**config.mk**
```make
export PLATFORM = sky130hd
export DESIGN_NAME = static_list_engine
export DESIGN_NICKNAME = d
export VERILOG_FILES = /design/src/sv/sle_pkg.sv /design/src/sv/sle_mem.sv /design/src/sv/sle_ctrl.sv /design/src/sv/static_list_engine.sv
export SDC_FILE = /design/constraint.sdc
export NUM_CORES = 1
export LEC_CHECK = 0
export BUFFER_PORTS_ARGS = -buffer_cell sky130_fd_sc_hd__buf_4
export CAP_MARGIN = 15
export CORE_UTILIZATION = 45
export CTS_BUF_LIST = sky130_fd_sc_hd__clkbuf_2 sky130_fd_sc_hd__clkbuf_4 sky130_fd_sc_hd__clkbuf_8
export DETAILED_ROUTE_END_ITERATION = 6
export GPL_TIMING_DRIVEN = 0
export PLACE_DENSITY = 0.69
export SYNTH_ARGS = -nofsm -noshare
export SYNTH_HDL_FRONTEND = slang
export SYNTH_HIERARCHICAL = 1
export SYNTH_SLANG_ARGS = --single-unit
```
**constraint.sdc**
```tcl
create_clock -name clk -period 4.7 [get_ports clk]
set_clock_uncertainty 0.15 [all_clocks]
set_input_delay 0.47 -clock clk [delete_from_list [all_inputs] [get_ports clk]]
set_output_delay 0.47 -clock clk [all_outputs]
set_load 0.01 [all_outputs]
```
**src/sv/sle_pkg.sv**
```systemverilog
`timescale 1ns / 1ps

package sle_pkg;

  localparam int CAPACITY_DEF = 16;
  localparam int VAL_W        = 32;
  localparam int POS_W        = 8;
  localparam int OCC_W        = 5;

  typedef enum logic [1:0] {
    MODE_APPEND = 2'd0,
    MODE_REMOVE = 2'd1,
    MODE_SEARCH = 2'd2
  } mode_t;

  typedef enum logic [1:0] {
    STAT_OK    = 2'd0,
    STAT_FULL  = 2'd1,
    STAT_RANGE = 2'd2
  } status_t;

  typedef enum logic [2:0] {
    S_IDLE,
    S_RM_RD,
    S_RM_WR,
    S_SR_RD,
    S_SR_CMP
  } state_t;

  typedef struct packed {
    logic [1:0]              mode;
    logic signed [VAL_W-1:0] item_value;
    logic [POS_W-1:0]        position;
  } cmd_t;

  typedef struct packed {
    logic [1:0]       status;
    logic             found;
    logic [OCC_W-1:0] occupancy;
  } rsp_t;

endpackage

```
**src/sv/sle_mem.sv**
```systemverilog
`timescale 1ns / 1ps

module sle_mem #(
  parameter int DEPTH = sle_pkg::CAPACITY_DEF,
  parameter int AW    = (DEPTH > 1) ? $clog2(DEPTH) : 1
) (
  input  logic                            clk,
  input  logic                            we,
  input  logic [AW-1:0]                   waddr,
  input  logic signed [sle_pkg::VAL_W-1:0] wdata,
  input  logic [AW-1:0]                   raddr,
  output logic signed [sle_pkg::VAL_W-1:0] rdata
);

  logic signed [sle_pkg::VAL_W-1:0] mem [DEPTH];

  always_ff @(posedge clk) begin
    if (we) begin
      mem[waddr] <= wdata;
    end
  end

  always_ff @(posedge clk) begin
    rdata <= mem[raddr];
  end

endmodule

```
**src/sv/sle_ctrl.sv**
```systemverilog
`timescale 1ns / 1ps

module sle_ctrl #(
  parameter int CAPACITY = sle_pkg::CAPACITY_DEF,
  parameter int AW       = (CAPACITY > 1) ? $clog2(CAPACITY) : 1,
  parameter int CW       = $clog2(CAPACITY + 1)
) (
  input  logic                             clk,
  input  logic                             rst,
  input  logic                             start,
  output logic                             busy,
  input  sle_pkg::cmd_t                    cmd,
  output logic                             done,
  output sle_pkg::rsp_t                    rsp,
  output logic                             mem_we,
  output logic [AW-1:0]                    mem_waddr,
  output logic signed [sle_pkg::VAL_W-1:0] mem_wdata,
  output logic [AW-1:0]                    mem_raddr,
  input  logic signed [sle_pkg::VAL_W-1:0] mem_rdata
);

  localparam int CMPW = (CW > sle_pkg::POS_W) ? CW : sle_pkg::POS_W;

  sle_pkg::state_t                  state, state_next;
  logic [CW-1:0]                    count, count_next;
  logic [CW-1:0]                    idx, idx_next;
  logic [CW-1:0]                    idx_inc;
  logic signed [sle_pkg::VAL_W-1:0] key, key_next;
  logic                             done_next;
  sle_pkg::rsp_t                    rsp_next;

  assign idx_inc = idx + 1'b1;
  assign busy    = (state != sle_pkg::S_IDLE);

  always_ff @(posedge clk) begin
    if (rst) begin
      state <= sle_pkg::S_IDLE;
      count <= '0;
      done  <= 1'b0;
    end else begin
      state <= state_next;
      count <= count_next;
      done  <= done_next;
    end
  end

  always_ff @(posedge clk) begin
    idx <= idx_next;
    key <= key_next;
    rsp <= rsp_next;
  end

  always_comb begin
    state_next = state;
    count_next = count;
    idx_next   = idx;
    key_next   = key;
    done_next  = 1'b0;
    rsp_next   = rsp;
    mem_we     = 1'b0;
    mem_waddr  = idx[AW-1:0];
    mem_wdata  = mem_rdata;
    mem_raddr  = idx[AW-1:0];

    unique case (state)
      sle_pkg::S_IDLE: begin
        if (start) begin
          rsp_next.status    = sle_pkg::STAT_OK;
          rsp_next.found     = 1'b0;
          rsp_next.occupancy = sle_pkg::OCC_W'(count);
          unique case (cmd.mode)
            sle_pkg::MODE_APPEND: begin
              done_next = 1'b1;
              if (count < CW'(CAPACITY)) begin
                mem_we             = 1'b1;
                mem_waddr          = count[AW-1:0];
                mem_wdata          = cmd.item_value;
                count_next         = count + 1'b1;
                rsp_next.occupancy = sle_pkg::OCC_W'(count + 1'b1);
              end else begin
                rsp_next.status = sle_pkg::STAT_FULL;
              end
            end
            sle_pkg::MODE_REMOVE: begin
              if (CMPW'(cmd.position) < CMPW'(count)) begin
                idx_next   = CW'(cmd.position);
                state_next = sle_pkg::S_RM_RD;
              end else begin
                done_next       = 1'b1;
                rsp_next.status = sle_pkg::STAT_RANGE;
              end
            end
            sle_pkg::MODE_SEARCH: begin
              key_next = cmd.item_value;
              idx_next = '0;
              if (count == '0) begin
                done_next = 1'b1;
              end else begin
                state_next = sle_pkg::S_SR_RD;
              end
            end
            default: begin
              done_next = 1'b1;
            end
          endcase
        end
      end
      sle_pkg::S_RM_RD: begin
        if (idx_inc < count) begin
          mem_raddr  = idx_inc[AW-1:0];
          state_next = sle_pkg::S_RM_WR;
        end else begin
          count_next         = count - 1'b1;
          rsp_next.occupancy = sle_pkg::OCC_W'(count - 1'b1);
          done_next          = 1'b1;
          state_next         = sle_pkg::S_IDLE;
        end
      end
      sle_pkg::S_RM_WR: begin
        mem_we     = 1'b1;
        mem_waddr  = idx[AW-1:0];
        mem_wdata  = mem_rdata;
        idx_next   = idx_inc;
        state_next = sle_pkg::S_RM_RD;
      end
      sle_pkg::S_SR_RD: begin
        state_next = sle_pkg::S_SR_CMP;
      end
      sle_pkg::S_SR_CMP: begin
        if (mem_rdata == key) begin
          rsp_next.found = 1'b1;
          done_next      = 1'b1;
          state_next     = sle_pkg::S_IDLE;
        end else if (idx_inc < count) begin
          idx_next   = idx_inc;
          state_next = sle_pkg::S_SR_RD;
        end else begin
          done_next  = 1'b1;
          state_next = sle_pkg::S_IDLE;
        end
      end
      default: begin
        state_next = sle_pkg::S_IDLE;
      end
    endcase
  end

endmodule

```
**src/sv/static_list_engine.sv**
```systemverilog
`timescale 1ns / 1ps
// Append, unused modes, rejected commands and a search of an empty list strobe done in the
// cycle after the transfer. Remove alternates S_RM_RD and S_RM_WR to copy each later entry
// one slot down; search alternates S_SR_RD and S_SR_CMP from slot 0 to the first match or end.
// The engine takes no new command while busy; busy drops in the done cycle, so the next
// transfer may land there. The single memory read port paces each step.
// Reset (rst, synchronous): list empties, no result pending; done is a strobe, never held off.
module static_list_engine #(
  parameter int CAPACITY = sle_pkg::CAPACITY_DEF
) (
  input  logic          clk,
  input  logic          rst,
  input  logic          start,
  output logic          busy,
  input  sle_pkg::cmd_t cmd,
  output logic          done,
  output sle_pkg::rsp_t rsp
);

  localparam int AW = (CAPACITY > 1) ? $clog2(CAPACITY) : 1;
  localparam int CW = $clog2(CAPACITY + 1);

  logic                             mem_we;
  logic [AW-1:0]                    mem_waddr;
  logic signed [sle_pkg::VAL_W-1:0] mem_wdata;
  logic [AW-1:0]                    mem_raddr;
  logic signed [sle_pkg::VAL_W-1:0] mem_rdata;

  sle_ctrl #(
    .CAPACITY(CAPACITY),
    .AW      (AW),
    .CW      (CW)
  ) u_ctrl (
    .clk      (clk),
    .rst      (rst),
    .start    (start),
    .busy     (busy),
    .cmd      (cmd),
    .done     (done),
    .rsp      (rsp),
    .mem_we   (mem_we),
    .mem_waddr(mem_waddr),
    .mem_wdata(mem_wdata),
    .mem_raddr(mem_raddr),
    .mem_rdata(mem_rdata)
  );

  sle_mem #(
    .DEPTH(CAPACITY),
    .AW   (AW)
  ) u_mem (
    .clk  (clk),
    .we   (mem_we),
    .waddr(mem_waddr),
    .wdata(mem_wdata),
    .raddr(mem_raddr),
    .rdata(mem_rdata)
  );

endmodule

```
### Word-level counts from Yosys, hierarchy flattened

Memories as Yosys holds them, arrays and structs flattened. A register that Yosys moved wholly into a read port is not among the register bits.
Cells that the tools add are included.

* eq/ne operators: 15
* magnitude comparators: 3
* add/subtract/negate cells: 3
* reductions and logical operators: 13
* multiplexer cells: 49

Operators with widths (count)
* $mux 32: 4
* $mux 5: 8
* $eq 32x32->1: 1
* $pmux 5 s2: 3
* $mux 4: 6
* $pmux 3 s5: 1
* $pmux 5 s3: 1
* $mux 1: 12
* $add 5x1->5 const B: 2
* $mux 3: 3
* $reduce_and 3->1: 3
* $lt 8x5->1: 1
* $mux 2: 4
* $eq 3x2->1 const B: 2
* $mux 6: 1
* $ne 2x2->1 const B: 3
* $ne 3x3->1 const B: 2
* $pmux 1 s2: 3
* $pmux 3 s2: 1
* $reduce_and 6->1: 1
* $reduce_bool 3->1: 2
* $logic_not 5->1: 1
* $lt 5x5->1: 1
* $lt 5x5->1 const B: 1
* other kinds (14): 16

* memories: 1
* memory bits (writable): 512
* bits in registers: 54
* logic and storage cells: 92
* input port bits: 45

Memory list
* u_mem.mem: words 16, bits a word 32, rd ports 1, clocked after Yosys merged registers in 1, wr ports 1, line sle_mem.sv:15 `logic signed [sle_pkg::VAL_W-1:0] mem [DEPTH];`

### Longest topological paths before layout

* depth in word-level cells: 7
* gate-level depth with buffers: 13
* gate-level depth less buffers: 11

### Hierarchy

The synthesis kept the hierarchy.

Modules (own cells, without submodules)
* sle_mem: times used 1, area an instance 19835.3 um^2, cells an instance 838
* sle_ctrl: times used 1, area an instance 3276.9 um^2, cells an instance 281

### Worst setup path after synthesis

OpenSTA, ideal clock, no wires.

* path type: register -> register
* start point: register u_ctrl.state[0]
* end point: memory u_mem/mem[0][0] in the netlist's numbering, enable pin
* period minus slack after synthesis: 4.771 ns
* stages on the path, launching flop included: 11
* arrival time: 4.160 ns
* setup time: 0.461 ns
* buffers on the path: 2
* setup slack: -0.071 ns
* data required time: 4.089 ns
* cell sequence: dfxtp_1 buf_6 nor3_1 nand2_1 inv_1 nand2_1 clkbuf_1 nand2_1 o21ai_0 or3b_2 nor3_1

* elaborated cells on any way between the ends: 6

RTL lines
* start, declared: line sle_ctrl.sv:24 `sle_pkg::state_t state, state_next;`
* start signal, assigned: line sle_ctrl.sv:37 `state <= sle_pkg::S_IDLE;`
* start signal, assigned: line sle_ctrl.sv:41 `state <= state_next;`
* $logic_not 3->1: line sle_ctrl.sv:65 `unique case (state)`
* $mux 4: line sle_ctrl.sv:65
* named net mem_waddr[2]: line static_list_engine.sv:24 `logic [AW-1:0] mem_waddr;`
* end, declared: line sle_mem.sv:15

The timed path passes the listed nets, and every way through them passes these cells.

### Worst setup path in the final report

* start point: register u_ctrl.idx[0]
* end point: register u_mem/rdata[27] in the netlist's numbering (read register of u_mem.mem)

* cells in the longest elaborated chain, start to end: 4

RTL lines
* start, declared: line sle_ctrl.sv:26 `logic [CW-1:0] idx, idx_next;`
* start signal, assigned: line sle_ctrl.sv:48 `idx <= idx_next;`
* $add 5x1->5 (*): line sle_ctrl.sv:32 `assign idx_inc = idx + 1'b1;`
* $lt 5x5->1: line sle_ctrl.sv:109 `if (idx_inc < count) begin`
* $mux 4 (*): line sle_ctrl.sv:109
* $mux 4 (*): line sle_ctrl.sv:65
* named net mem_raddr[1]: line static_list_engine.sv:26 `logic [AW-1:0] mem_raddr;`
* end, declared: line sle_mem.sv:12 `output logic signed [sle_pkg::VAL_W-1:0] rdata`

Mark *: on every way through the listed nets, which the timed path passes. The rest lies on a longest branch.
A chain may end at the register's enable or synchronous reset.

==> key figures <==
Worst setup path
  • Required time worst endpoint: 5.08 ns
  • Crit start category: register
  • Arrival time reported for the critical path endpoint: 4.54 ns
  • Largest fanout on the critical path: 10
  • Cell type with the highest occurrence count on the critical path: sky130_fd_sc_hd__ha_1
  • Depth of the worst register-to-register path: 11
  • Worst reg2reg path endpoint: u_mem/rdata[27]$_DFF_P_
  • Critical Path End Type: register
  • Worst-case register-to-register setup slack: 0.54 ns
  • Reg2reg start: u_ctrl/idx[0]$_DFFE_PP_
  • Cell type of the slowest stage on the worst timing path: sky130_fd_sc_hd__buf_1
  • Classification of the worst setup path: register to register
  • Critical Path, Cell by Cell: ha_1 -> ha_1 -> a21boi_0 -> o211ai_1 -> a22oi_4 -> mux2_2 -> buf_2 -> buf_1 -> mux4_2 -> a22oi_1 -> nand2_1
  • Maximum single-stage delay on the critical path: 0.79 ns

Timing
  • Portion of the clock cycle consumed by the worst path in the final layout: 88.5%
  • Final count of hold timing violations: 0
  • Least setup slack across all paths after layout: 0.539 ns
  • Unrepaired setup endpoints after global routing: false
  • Measured slew at the worst slew-check pin: 1.01 ns
  • Sum of negative setup slack: 0 ns
  • Relative slew margins: 32.4%
  • Post-route minimum period: 4.16 ns
  • Count of endpoints failing setup in the final report: 0
  • Max-slew violations: 0
  • FMAX: 0.240 GHz

Pwr
  • Seq pwr share: 49.7%
  • P_sw: 3.30 mW
  • Clock Power Share: 34.9%
  • Switch share: 25.3%
  • PwrDens: 478 mW/mm2
  • Internal power component: 9.75 mW
  • Leakage power figure: 8.96 nW
  • Worst vdd rail ir drop: 0.000266 V
  • Combinational group share of total power: 15.3%

Layout
  • Multi-input combinational cell area: 0.00537 mm2
  • Layout Area Growth over Synthesis: 18.1%
  • Final layout net count: 1,390
  • Fillers: 3,789
  • Diodes inserted: 0
  • Core utilization of the finished layout: 54.2%
  • Sequential standard cell area: 0.0175 mm2
  • Post-route cell area: 0.0273 mm2
  • Share of post-route cells with drive strength above 1: 32.8%

GRT
  • Met3 Resource Use GR: 4.83%
  • Largest net degree at the start of global routing: 24
  • Initial antenna violation count: 0
  • Number of global-route vias before repair: 12.3k
  • Wire length of the first global-routing pass: 79,600 um
  • Grt ovf: 0
  • Global routing met1 resource utilization: 30.0%
  • Tot GR Track Use: 21.1%
  • Layer with the highest usage: met2
  • Global routing met2 resource utilization: 32.5%

Floorplan
  • Die outline area: 0.0523 mm2
  • Top-Level Pins: 55
  • Die height: 229 um
  • Starting utilization of the core area: 45.9%
  • Core ar.: 0.0504 mm2
  • FP Rows: 82
  • Die Wd: 229 um

Synth
  • Proportion of netlist area held by the largest area contributor: 72.4%
  • Count of flip-flops with a built-in enable after synthesis: 557
  • Number of nets in the synthesized netlist: 1,179
  • Top post-synthesis cells by count: sky130_fd_sc_hd__edfxtp_1, sky130_fd_sc_hd__mux4_2, sky130_fd_sc_hd__a22oi_1
  • Largest area contributor in the synthesized netlist: sky130_fd_sc_hd__edfxtp_1
  • Most frequent cell after synthesis: sky130_fd_sc_hd__edfxtp_1
  • Number of distinct library cell variants in the gate-level netlist after synthesis: 50
  • Mean instance size in the synthesized netlist: 20.7 um2
  • Synth Cell Area: 0.0231 mm2
  • Number of register bits inferred by synthesis: 598
  • Ranking of synthesized cells by area: sky130_fd_sc_hd__edfxtp_1, sky130_fd_sc_hd__mux4_2, sky130_fd_sc_hd__dfxtp_1
  • Fraction of registers with async set/reset: 0%
  • Count of mapped cells out of synthesis: 1,119
  • Main synth FF type: sky130_fd_sc_hd__edfxtp_1
  • Share of the yosys chip area belonging to registers: 75.9%
  • Number of warning messages in the yosys log: 6

Clock tree
  • Clock transition at the registers of the reported paths: 0.06 ns
  • TritonCTS clock tree: yes
  • Number of clock sinks: 598
  • Worst-case clock buffer depth: 3
  • TritonCTS Buffers: 94
  • Post-cts gate resize count: 0
  • CTS Root Buffer Type: sky130_fd_sc_hd__clkbuf_8
  • Latest clock arrival within the worst-skew pair: 0.68 ns
  • Number of H-tree levels: 3

Min path
  • Worst hold path stage count: 3
  • Worst hold-check path type: input pin to register
  • Hold Startpoint: cmd[0]
  • Terminating pin of the worst hold path: u_ctrl/idx[0]$_DFFE_PP_

Run status
  • Outcome: complete, no violations

Route
  • Post-Route WL: 54,100 um
  • Number of antenna-violating nets in the routed design: 0
  • Routed vias: 12.1k
  • TritonRoute pass-1 iters: 5
  • Detailed-route DRC error count: 0
  • Avg WL per Cell: 26.0 um
  • Drt via density: 5.80
  • Number of violations reported at the end of detailed-routing iteration 0: 1,338

Run
  • Maxcap violations: 0

Placement
  • Routability Congestion: 0.825
  • Placed Instance Area: 0.0250 mm2
  • Number of port buffers: 53
  • Hpwl dp: 33,500 um
  • Placement-stage worst setup slack: -0.0776 ns
==> cell families (layout without fill, tap and decap cells) <==
| family | count (synthesis) | after routing | share of synthesized area, % |
|---|---|---|---|
| buf+inv | 66 | 354 | 1.37 |
| compound gates | 108 | 108 | 3.44 |
| xor+xnor | 41 | 41 | 1.55 |
| fa+ha+maj | 15 | 15 | 0.812 |
| simple gates | 127 | 127 | 2.69 |
| mux | 164 | 164 | 14.2 |
| flops | 598 | 598 | 75.9 |
==> cell type report <==
type	count	area share [%]
buffer	52	0.972
clock buffer	156	6.81
clock inverter	17	0.550
inverter	14	0.193
multi-input combinational	455	19.7
sequential	598	64.3
tap	672	3.08
timing repair buffer	115	4.44
==> worst max-delay path, delay by kind of cell (launching register included) <==
family / cells / cell delay (ns)
flip-flops: 1 / 0.51
buffers and inverters: 2 / 1.16
AND/OR/NAND/NOR: 1 / 0.07
AO/OA/AOI/OAI: 4 / 0.85
multiplexers: 2 / 0.64
adder cells (fa/ha/maj): 2 / 0.67
==> worst max-delay path by stage <==
stage / start / to / slack (ns) / depth (start not counted)
CTS: u_ctrl/state[2]$_SDFFE_PP0P_ / u_mem/mem[3][31]$_DFFE_PP_ / 0.02 / 10
floorplan: u_ctrl/state[0]$_SDFFE_PP0P_ / u_mem/mem[12][0]$_DFFE_PP_ / 0.18 / 9
detailed placement: cmd[40] / u_mem/mem[2][11]$_DFFE_PP_ / -0.08 / 10
global placement: cmd[40] / u_mem/mem[12][15]$_DFFE_PP_ / -3.07 / 9
finish: u_ctrl/idx[0]$_DFFE_PP_ / u_mem/rdata[27]$_DFF_P_ / 0.54 / 11
global route: u_ctrl/idx[0]$_DFFE_PP_ / u_mem/rdata[27]$_DFF_P_ / 0.32 / 11
==> per-layer routing <==
layer | routed length [um] | part of all wire [%]
met5 | 0 | 0
met4 | 1350 | 2.5
met3 | 4430 | 8.2
met2 | 25600 | 47
met1 | 22800 | 42
==> metrics by stage <==
| stage | std cells | hold WS [ns] | power [mW] |
|---|---|---|---|
| floorplan | 1119 | 0.363 | 7.89 |
| global placement | 1844 | 0.384 | 8.48 |
| detailed placement | 1872 | 0.391 | 8.58 |
| CTS | 2077 | 0.0123 | 13.1 |
| global route | 2079 | 0.0354 | 13.5 |
| finish | 2079 | 0.0500 | 13.0 |
==> flip-flops by register name, summed over array words and instances, names as in the netlist <==
name	count
u_mem/mem	512
u_ctrl/done	1
u_ctrl/key	32
u_ctrl/state	3
u_ctrl/count	5
u_ctrl/rsp	8
u_mem/rdata	32
u_ctrl/idx	5
==> placed cells by master (no fill, tap or decap), drive strengths merged, types with 17 or more instances in the layout <==
cell / n
buf: 117
xnor2: 38
inv: 17
a22oi: 66
nor2: 30
mux2: 33
nand2: 48
edfxtp: 557
dlygate4sd3: 32
clkbuf: 174
mux4: 128
dfxtp: 41
==> power groups by stage <==
stage                     registers [mW]  logic, mW  clock network [mW]
after global placement              6.59       1.89                   0
after floorplan                     6.58       1.31                   0
final                               6.49       2.00                4.56
after global routing                6.50       2.15                4.87
after detailed placement            6.60       1.99                   0
after CTS                           6.49       2.01                4.64
==> repair_timing <==
item | 4_1_cts | 5_1_grt
hold endpoints to repair | 32 | 0
hold buffers | 32 | 0
buffers inserted | 0 | 0
No activity file was read; power rests on OpenSTA's default activity.
